===== src/rtl/fpa_pkg.sv =====
// Shared constants, codes and types of the fit policy partition allocator.
// No dependencies.
package fpa_pkg;

	localparam int PARTITIONS = 8;
	localparam int SIZE_BITS  = 16;
	localparam int IDX_W      = 3;

	localparam logic OP_LOAD  = 1'b0;
	localparam logic OP_ALLOC = 1'b1;

	localparam logic [1:0] MODE_FIRST = 2'd0;
	localparam logic [1:0] MODE_BEST  = 2'd1;
	localparam logic [1:0] MODE_WORST = 2'd2;

	localparam logic [1:0] ST_LOADED = 2'd0;
	localparam logic [1:0] ST_ALLOC  = 2'd1;
	localparam logic [1:0] ST_NOMEM  = 2'd2;

	// scan token passed cell to cell
	typedef struct packed {
		logic                 found;
		logic [IDX_W-1:0]     pick;
		logic [SIZE_BITS-1:0] key;
		logic [SIZE_BITS-1:0] pick_free;
	} tok_t;

	// write broadcast to the cells
	typedef struct packed {
		logic                 en;
		logic [IDX_W-1:0]     idx;
		logic [SIZE_BITS-1:0] data;
	} wr_t;

endpackage


===== src/rtl/fpa_if.sv =====
// Valid/ready channel interfaces: request, response and mode register write.
// Depends on fpa_pkg.
interface fpa_req_if;
	logic                          valid;
	logic                          ready;
	logic                          operation;
	logic [fpa_pkg::IDX_W-1:0]     part_index;
	logic [fpa_pkg::SIZE_BITS-1:0] size;
	modport source(output valid, operation, part_index, size, input ready);
	modport sink(input valid, operation, part_index, size, output ready);
endinterface

interface fpa_rsp_if;
	logic                          valid;
	logic                          ready;
	logic [1:0]                    status;
	logic [fpa_pkg::IDX_W-1:0]     chosen_index;
	logic [fpa_pkg::SIZE_BITS-1:0] remaining;
	modport source(output valid, status, chosen_index, remaining, input ready);
	modport sink(input valid, status, chosen_index, remaining, output ready);
endinterface

interface fpa_cfg_if;
	logic       valid;
	logic       ready;
	logic [1:0] data;
	modport source(output valid, data, input ready);
	modport sink(input valid, data, output ready);
endinterface


===== src/rtl/fit_policy_partition_allocator.sv =====
// Fit policy partition allocator: a load transaction sets one partition's
// free size; an allocate transaction is placed by first, best or worst fit
// (ties to the lowest index) and the chosen partition is reduced by the
// request. Each partition lives in a cell of a chain; an allocation sends a
// token down the chain, one cell per cycle. One transaction is in flight at
// a time, and a new one is accepted while the previous result still waits
// in the output register. Mode code 3 acts as first fit.
// Depends on fpa_pkg, fpa_if and fpa_cell.
module fit_policy_partition_allocator (
	input  logic      clk,
	input  logic      arst_n,
	fpa_req_if.sink   req,
	fpa_rsp_if.source rsp,
	fpa_cfg_if.sink   cfg
);

	localparam logic [1:0] S_IDLE = 2'd0;
	localparam logic [1:0] S_LOAD = 2'd1;
	localparam logic [1:0] S_SCAN = 2'd2;
	localparam logic [1:0] S_FIN  = 2'd3;

	localparam int P = fpa_pkg::PARTITIONS;

	logic [1:0]                    state_q;
	logic [1:0]                    fit_mode_q;
	logic                          launch_q;
	logic [fpa_pkg::IDX_W-1:0]     idx_q;
	logic [fpa_pkg::SIZE_BITS-1:0] size_q;
	fpa_pkg::tok_t                 fin_q;
	logic                          rsp_valid_q;
	logic [1:0]                    status_q;
	logic [fpa_pkg::IDX_W-1:0]     chosen_q;
	logic [fpa_pkg::SIZE_BITS-1:0] remaining_q;

	logic                          slot_free;
	logic [fpa_pkg::SIZE_BITS-1:0] alloc_rem;
	fpa_pkg::wr_t                  wr;
	logic [P:0]                    tok_v;
	fpa_pkg::tok_t                 tok [P+1];

	assign req.ready = (state_q == S_IDLE);
	assign cfg.ready = 1'b1;
	assign slot_free = !rsp_valid_q || rsp.ready;
	assign alloc_rem = fin_q.pick_free - size_q;

	assign tok_v[0] = launch_q;
	assign tok[0]   = '0;

	for (genvar k = 0; k < P; k++) begin : g_cell
		fpa_cell u_cell (
			.clk           (clk),
			.arst_n        (arst_n),
			.cell_idx      (fpa_pkg::IDX_W'(k)),
			.fit_mode      (fit_mode_q),
			.req_size      (size_q),
			.wr            (wr),
			.tok_in_valid  (tok_v[k]),
			.tok_in        (tok[k]),
			.tok_out_valid (tok_v[k+1]),
			.tok_out       (tok[k+1])
		);
	end

	always_comb begin
		wr.en   = slot_free && ((state_q == S_LOAD) || (state_q == S_FIN && fin_q.found));
		wr.idx  = (state_q == S_LOAD) ? idx_q : fin_q.pick;
		wr.data = (state_q == S_LOAD) ? size_q : alloc_rem;
	end

	always_ff @(posedge clk or negedge arst_n) begin
		if (!arst_n) begin
			state_q     <= S_IDLE;
			fit_mode_q  <= fpa_pkg::MODE_FIRST;
			launch_q    <= 1'b0;
			rsp_valid_q <= 1'b0;
		end else begin
			launch_q <= (state_q == S_IDLE) && req.valid &&
				(req.operation == fpa_pkg::OP_ALLOC);
			if (cfg.valid && cfg.ready) begin
				fit_mode_q <= cfg.data;
			end
			if ((state_q == S_LOAD || state_q == S_FIN) && slot_free) begin
				rsp_valid_q <= 1'b1;
			end else if (rsp.ready) begin
				rsp_valid_q <= 1'b0;
			end
			case (state_q)
				S_IDLE: begin
					if (req.valid) begin
						if (req.operation == fpa_pkg::OP_LOAD) begin
							state_q <= S_LOAD;
						end else begin
							state_q <= S_SCAN;
						end
					end
				end
				S_SCAN: begin
					if (tok_v[P]) begin
						state_q <= S_FIN;
					end
				end
				S_LOAD, S_FIN: begin
					if (slot_free) begin
						state_q <= S_IDLE;
					end
				end
				default: state_q <= S_IDLE;
			endcase
		end
	end

	always_ff @(posedge clk) begin
		if (req.valid && req.ready) begin
			idx_q  <= req.part_index;
			size_q <= req.size;
		end
		if (state_q == S_SCAN && tok_v[P]) begin
			fin_q <= tok[P];
		end
		if (slot_free && state_q == S_LOAD) begin
			status_q    <= fpa_pkg::ST_LOADED;
			chosen_q    <= idx_q;
			remaining_q <= size_q;
		end else if (slot_free && state_q == S_FIN) begin
			if (fin_q.found) begin
				status_q    <= fpa_pkg::ST_ALLOC;
				chosen_q    <= fin_q.pick;
				remaining_q <= alloc_rem;
			end else begin
				status_q    <= fpa_pkg::ST_NOMEM;
				chosen_q    <= '0;
				remaining_q <= '0;
			end
		end
	end

	assign rsp.valid        = rsp_valid_q;
	assign rsp.status       = status_q;
	assign rsp.chosen_index = chosen_q;
	assign rsp.remaining    = remaining_q;

	// at most one token in the chain
	a_one_token: assert property (@(posedge clk) disable iff (!arst_n)
		$onehot0(tok_v))
		else $error("more than one scan token in the chain");

	// tokens only travel during a scan
	a_token_in_scan: assert property (@(posedge clk) disable iff (!arst_n)
		(tok_v != '0) |-> (state_q == S_SCAN))
		else $error("scan token outside a scan");

	// table writes only when a result is issued
	a_write_at_issue: assert property (@(posedge clk) disable iff (!arst_n)
		wr.en |=> rsp_valid_q && state_q == S_IDLE)
		else $error("table write without a result");

	// not-enough-memory results carry zero fields
	a_nomem_zero: assert property (@(posedge clk) disable iff (!arst_n)
		(rsp_valid_q && status_q == fpa_pkg::ST_NOMEM) |->
			(chosen_q == '0 && remaining_q == '0))
		else $error("nonzero fields on not-enough-memory result");

endmodule


===== src/rtl/fpa_cell.sv =====
// One partition cell: holds its free size, updates the scan token and
// registers it toward the next cell. Depends on fpa_pkg.
module fpa_cell (
	input  logic                          clk,
	input  logic                          arst_n,
	input  logic [fpa_pkg::IDX_W-1:0]     cell_idx,
	input  logic [1:0]                    fit_mode,
	input  logic [fpa_pkg::SIZE_BITS-1:0] req_size,
	input  fpa_pkg::wr_t                  wr,
	input  logic                          tok_in_valid,
	input  fpa_pkg::tok_t                 tok_in,
	output logic                          tok_out_valid,
	output fpa_pkg::tok_t                 tok_out
);

	logic [fpa_pkg::SIZE_BITS-1:0] free_q;
	logic [fpa_pkg::SIZE_BITS-1:0] left;
	logic                          fits;
	logic                          take;
	fpa_pkg::tok_t                 tok_nxt;
	fpa_pkg::tok_t                 tok_q;
	logic                          tok_valid_q;

	always_comb begin
		fits = free_q >= req_size;
		left = free_q - req_size;
		case (fit_mode)
			fpa_pkg::MODE_BEST:  take = fits && (!tok_in.found || left < tok_in.key);
			fpa_pkg::MODE_WORST: take = fits && (!tok_in.found || free_q > tok_in.key);
			default:             take = fits && !tok_in.found;
		endcase
		tok_nxt = tok_in;
		if (take) begin
			tok_nxt.found     = 1'b1;
			tok_nxt.pick      = cell_idx;
			tok_nxt.key       = (fit_mode == fpa_pkg::MODE_BEST) ? left : free_q;
			tok_nxt.pick_free = free_q;
		end
	end

	always_ff @(posedge clk or negedge arst_n) begin
		if (!arst_n) begin
			free_q      <= '0;
			tok_valid_q <= 1'b0;
		end else begin
			if (wr.en && wr.idx == cell_idx) begin
				free_q <= wr.data;
			end
			tok_valid_q <= tok_in_valid;
		end
	end

	always_ff @(posedge clk) begin
		tok_q <= tok_nxt;
	end

	assign tok_out_valid = tok_valid_q;
	assign tok_out       = tok_q;

endmodule


===== src/flat_wrapper.sv =====
// flat-port wrapper written by rule: the top's interface ports become plain ports
module fit_policy_partition_allocator_flat 
  (clk, arst_n, req_valid, req_operation, req_part_index, req_size, req_ready, rsp_valid, rsp_status, rsp_chosen_index, rsp_remaining, rsp_ready, cfg_valid, cfg_data, cfg_ready);
  fpa_req_if req_i ();
  fpa_rsp_if rsp_i ();
  fpa_cfg_if cfg_i ();
  input  logic clk;
  input  logic arst_n;
  input wire logic [$bits(req_i.valid)-1:0] req_valid;
  input wire logic [$bits(req_i.operation)-1:0] req_operation;
  input wire logic [$bits(req_i.part_index)-1:0] req_part_index;
  input wire logic [$bits(req_i.size)-1:0] req_size;
  output wire logic [$bits(req_i.ready)-1:0] req_ready;
  output wire logic [$bits(rsp_i.valid)-1:0] rsp_valid;
  output wire logic [$bits(rsp_i.status)-1:0] rsp_status;
  output wire logic [$bits(rsp_i.chosen_index)-1:0] rsp_chosen_index;
  output wire logic [$bits(rsp_i.remaining)-1:0] rsp_remaining;
  input wire logic [$bits(rsp_i.ready)-1:0] rsp_ready;
  input wire logic [$bits(cfg_i.valid)-1:0] cfg_valid;
  input wire logic [$bits(cfg_i.data)-1:0] cfg_data;
  output wire logic [$bits(cfg_i.ready)-1:0] cfg_ready;
  assign req_i.valid = req_valid;
  assign req_i.operation = req_operation;
  assign req_i.part_index = req_part_index;
  assign req_i.size = req_size;
  assign req_ready = req_i.ready;
  assign rsp_valid = rsp_i.valid;
  assign rsp_status = rsp_i.status;
  assign rsp_chosen_index = rsp_i.chosen_index;
  assign rsp_remaining = rsp_i.remaining;
  assign rsp_i.ready = rsp_ready;
  assign cfg_i.valid = cfg_valid;
  assign cfg_i.data = cfg_data;
  assign cfg_ready = cfg_i.ready;
  fit_policy_partition_allocator u_core (.clk(clk), .arst_n(arst_n), .req(req_i), .rsp(rsp_i), .cfg(cfg_i));
endmodule

===== config.mk =====
export PLATFORM = sky130hd
export DESIGN_NAME = fit_policy_partition_allocator_flat
export DESIGN_NICKNAME = d
export VERILOG_FILES = /design/src/rtl/fpa_pkg.sv /design/src/rtl/fpa_if.sv /design/src/rtl/fit_policy_partition_allocator.sv /design/src/rtl/fpa_cell.sv /design/src/flat_wrapper.sv
export SDC_FILE = /design/constraint.sdc
export NUM_CORES = 1
export LEC_CHECK = 0
export BUFFER_PORTS_ARGS = -buffer_cell sky130_fd_sc_hd__buf_2
export CAP_MARGIN = 40
export CORE_ASPECT_RATIO = 1.25
export CORE_MARGIN = 4
export CORE_UTILIZATION = 55
export DETAILED_ROUTE_END_ITERATION = 10
export PLACE_DENSITY = 0.72
export SLEW_MARGIN = 20
export SYNTH_ARGS = -nofsm -noshare
export SYNTH_HDL_FRONTEND = slang
export SYNTH_SLANG_ARGS = --single-unit

===== constraint.sdc =====
create_clock -name clk -period 7.5 [get_ports clk]
set_input_delay 0.375 -clock clk [delete_from_list [all_inputs] [get_ports clk]]
set_output_delay 0.375 -clock clk [all_outputs]
set_load 0.05 [all_outputs]

==> results.toml <==
[timing]
hold_viol = 0
max_freq_mhz = 165
setup_viol = 0
fin_setup_tns_ns = 0
min_period_ns = 6.07
fin_worst_skew_ns = 0.0235
slew_headroom_pct = 42.8
min_period_over_period_pct = 80.9
rsz0062_at_grt = "no"
worst_pin_slew_ns = 0.841
slew_violations = 0

[clock_tree]
clkSlewWorstSetupHoldPaths_ns = 0.07
htree_levels = 2
cts-root-buf = "clkbuf_16"
cts_made_buffers = 49
post-cts-setup-buffers = 0
cts_max_path_buffers = 3
cts_sinks = 467
clk_latency_ns = 0.62
cts_tree = "yes"

[critical_path]
end_kind = "flop"
worst_path_dominant_cell_family = "compound AO/OA/AOI/OAI gates"
slowest_stage = "a31oi_4"
path_cells = "buf_4 > inv_1 > ha_1 > nor2b_1 > o31ai_1 > a2111oi_0 > buf_1 > o21a_1 > o21ai_0 > nor3b_1 > nor2_1 > ha_1 > a21oi_1 > o21ai_0 > o41ai_1 > o21ai_0 > a31oi_4 > buf_4 > mux2_2"
r2r_slack_ns = 1.43
cp_slowest_stage_delay_ns = 0.60
required_ns = 8.00
crit_buf_inv = 4
worstPathArrival_ns = 6.57
crit_fanout = 19
critical_path_class = "flop to flop"
startpoint_type = "flop"
crit_path_frequent_cell = "o21ai_0"

[global_route]
grt-ovfl-total = 0
grt_max_degree = 83
grt_antenna_before_repair = 5
first_global_vias = 23000
grtUsageTotal_pct = 32.0
grt_pass1_wl_um = 137000

[finish]
areaGrowthSynthToFinish_pct = 12.1
fillCellCount = 4173
regArea_mm2 = 0.0106
final_layout_size_suffix_gt1_share_pct = 13.3
final_common_cell = "ha_1"
final_cell_mix = "361 x ha_1, 267 x dfxtp_1, 205 x a21oi_1"
multi_input_area_mm2 = 0.0169
fin_nets = 3421

[floorplan]
fp.dieArea_mm2 = 0.0555
die_height_um = 262
initial_utilization_pct = 56.0
die_width_um = 211
core_mm2 = 0.0509
num_rows = 92
pin_count = 51

[placed_design]
io_buffers = 49
gp_congestion = 1.01
hpwl_um = 68800

[route]
drc_errors = 0
firstDrtPassIters = 5
ant_nets = 0
routedWlPerCell_um = 24.4
wirelength_um = 90800
viasPerCell = 6.20
first_iter_violations = 1690
vias = 23100

[synth]
synth_top_family_by_area = "adder cells"
synth-xor-area-share_pct = 2.80
synthFlopType = "dfxtp_1"
synth.area.mux_share_pct = 12.2
synth_edf_count = 58
synth.cell_area_mm2 = 0.0285
avgSynthCellArea_um2 = 9.76
synth-seq-area-share_pct = 37.4
synth_seq_cells = 467
synthAdderAreaFrac_pct = 16.5
synth-simple-area-share_pct = 11.9
netlist_instances = 2918
synth_compound_area_share_pct = 15.3
synth_nets = 3316
synthDistinctLibCells = 85
yosys_warnings = 0
async_flop_share_pct = 30.4

[hold_path]
hold_path.class = "primary input to flop"

[run_status]
status = "finished, final reports clean"

[run]
maxCapViolCount = 0
## kinds of logic after synthesis
kind of cell    after synthesis
compound gates              683
simple gates                701
flops                       467
fa+ha+maj                   371
mux                         326
buf+inv                     278
xor+xnor                     91
other cells                   1
## metrics by stage
step | util (%) | instances | setup WS (ns) | hold WS (ns) | cell area, µm²
floorplan | - | 2918 | 2.68 | 0.0794 | 28500
global placement | 58.2 | 3585 | 1.60 | 0.333 | 29600
detailed placement | 58.7 | 3601 | 1.61 | 0.335 | 29900
CTS | 62.6 | 3719 | 1.55 | 0.00953 | 31800
global route | 62.7 | 3722 | 1.06 | 0.0409 | 31900
finish | 62.7 | 3729 | 1.43 | 0.0398 | 31900
## metal layers
layer	global-route usage, %	routed length, µm	up-vias
li1	-	-	10800
met1	39.0	35800	11200
met5	0	20	-
met2	52.8	42900	863
met3	5.61	5650	255
met4	19.2	6440	2
## worst reg2reg max path, delay by kind of cell, from the launching register on
family	cells	cell delay, ns
buffers and inverters	4	1.38
and+or+nand+nor	3	0.54
AOI/OAI and AO/OA	9	2.56
muxes	1	0.39
DFF	1	0.36
adders and majority gates	2	0.72
## synthesized netlist by cell type, types with 38 or more instances
library cell | count | share of area [%]
mux2_2 | 160 | 6.3
dfxtp_1 | 267 | 19
inv_1 | 197 | 2.6
nor3_1 | 50 | 0.88
nand3_1 | 39 | 0.69
clkbuf_1 | 44 | 0.58
nor2b_1 | 59 | 1.3
nor2_1 | 197 | 2.6
o21a_1 | 38 | 1.0
nand2_1 | 182 | 2.4
o21ai_0 | 165 | 2.9
mux2i_1 | 163 | 5.7
nand4_1 | 47 | 1.0
edfxtp_1 | 58 | 6.1
a21o_1 | 65 | 1.7
xnor2_1 | 59 | 1.8
a21oi_1 | 206 | 3.6
ha_1 | 362 | 16
dfrtp_1 | 142 | 12
## layout make-up
class                      instances  area share, %
clock buffer                      57           4.12
multi-input combinational       2173           52.8
tap                              658           2.58
antenna                            7         0.0549
inverter                         198           2.33
timing repair buffer             134           3.46
sequential                       467           33.3
clock inverter                    35           1.32
## path summary, 6_finish.rpt
| path | startpoint | cells past startpoint | to |
|---|---|---|---|
| worst min-delay path | rsp_ready | 3 | u_core.rsp.valid |
| max in group asynchronous | arst_n | 5 | u_core.g_cell[4].u_cell.free_q[11] |
| worst max-delay path | u_core.size_q[1] | 19 | u_core.g_cell[1].u_cell.tok_out[7] |
| min in group asynchronous | arst_n | 2 | u_core.rsp.valid |
| worst min register to register | u_core.g_cell[1].u_cell.tok_out_valid | 0 | u_core.g_cell[2].u_cell.tok_out_valid |
| worst max register to register | u_core.size_q[1] | 19 | u_core.g_cell[1].u_cell.tok_out[7] |
## state kept, by name, indices dropped and copies added (netlist names), 3 cells and up
register,count
u_core.idx_q,3
u_core.size_q,16
u_core.rsp.chosen_index,3
u_core.fin_q,20
u_core.g_cell.u_cell.tok_out_valid,8
u_core.g_cell.u_cell.free_q,128
u_core.g_cell.u_cell.tok_out,265
u_core.rsp.remaining,16
## timing repair
item                      in CTS  in global routing
resized for setup              0                  0
hold buffers                  26                  0
hold endpoints to repair     102                  0
Power is left out: the tool's default activity adds up to more than one toggle a clock period on the data nets, which glitch-free logic cannot reach.
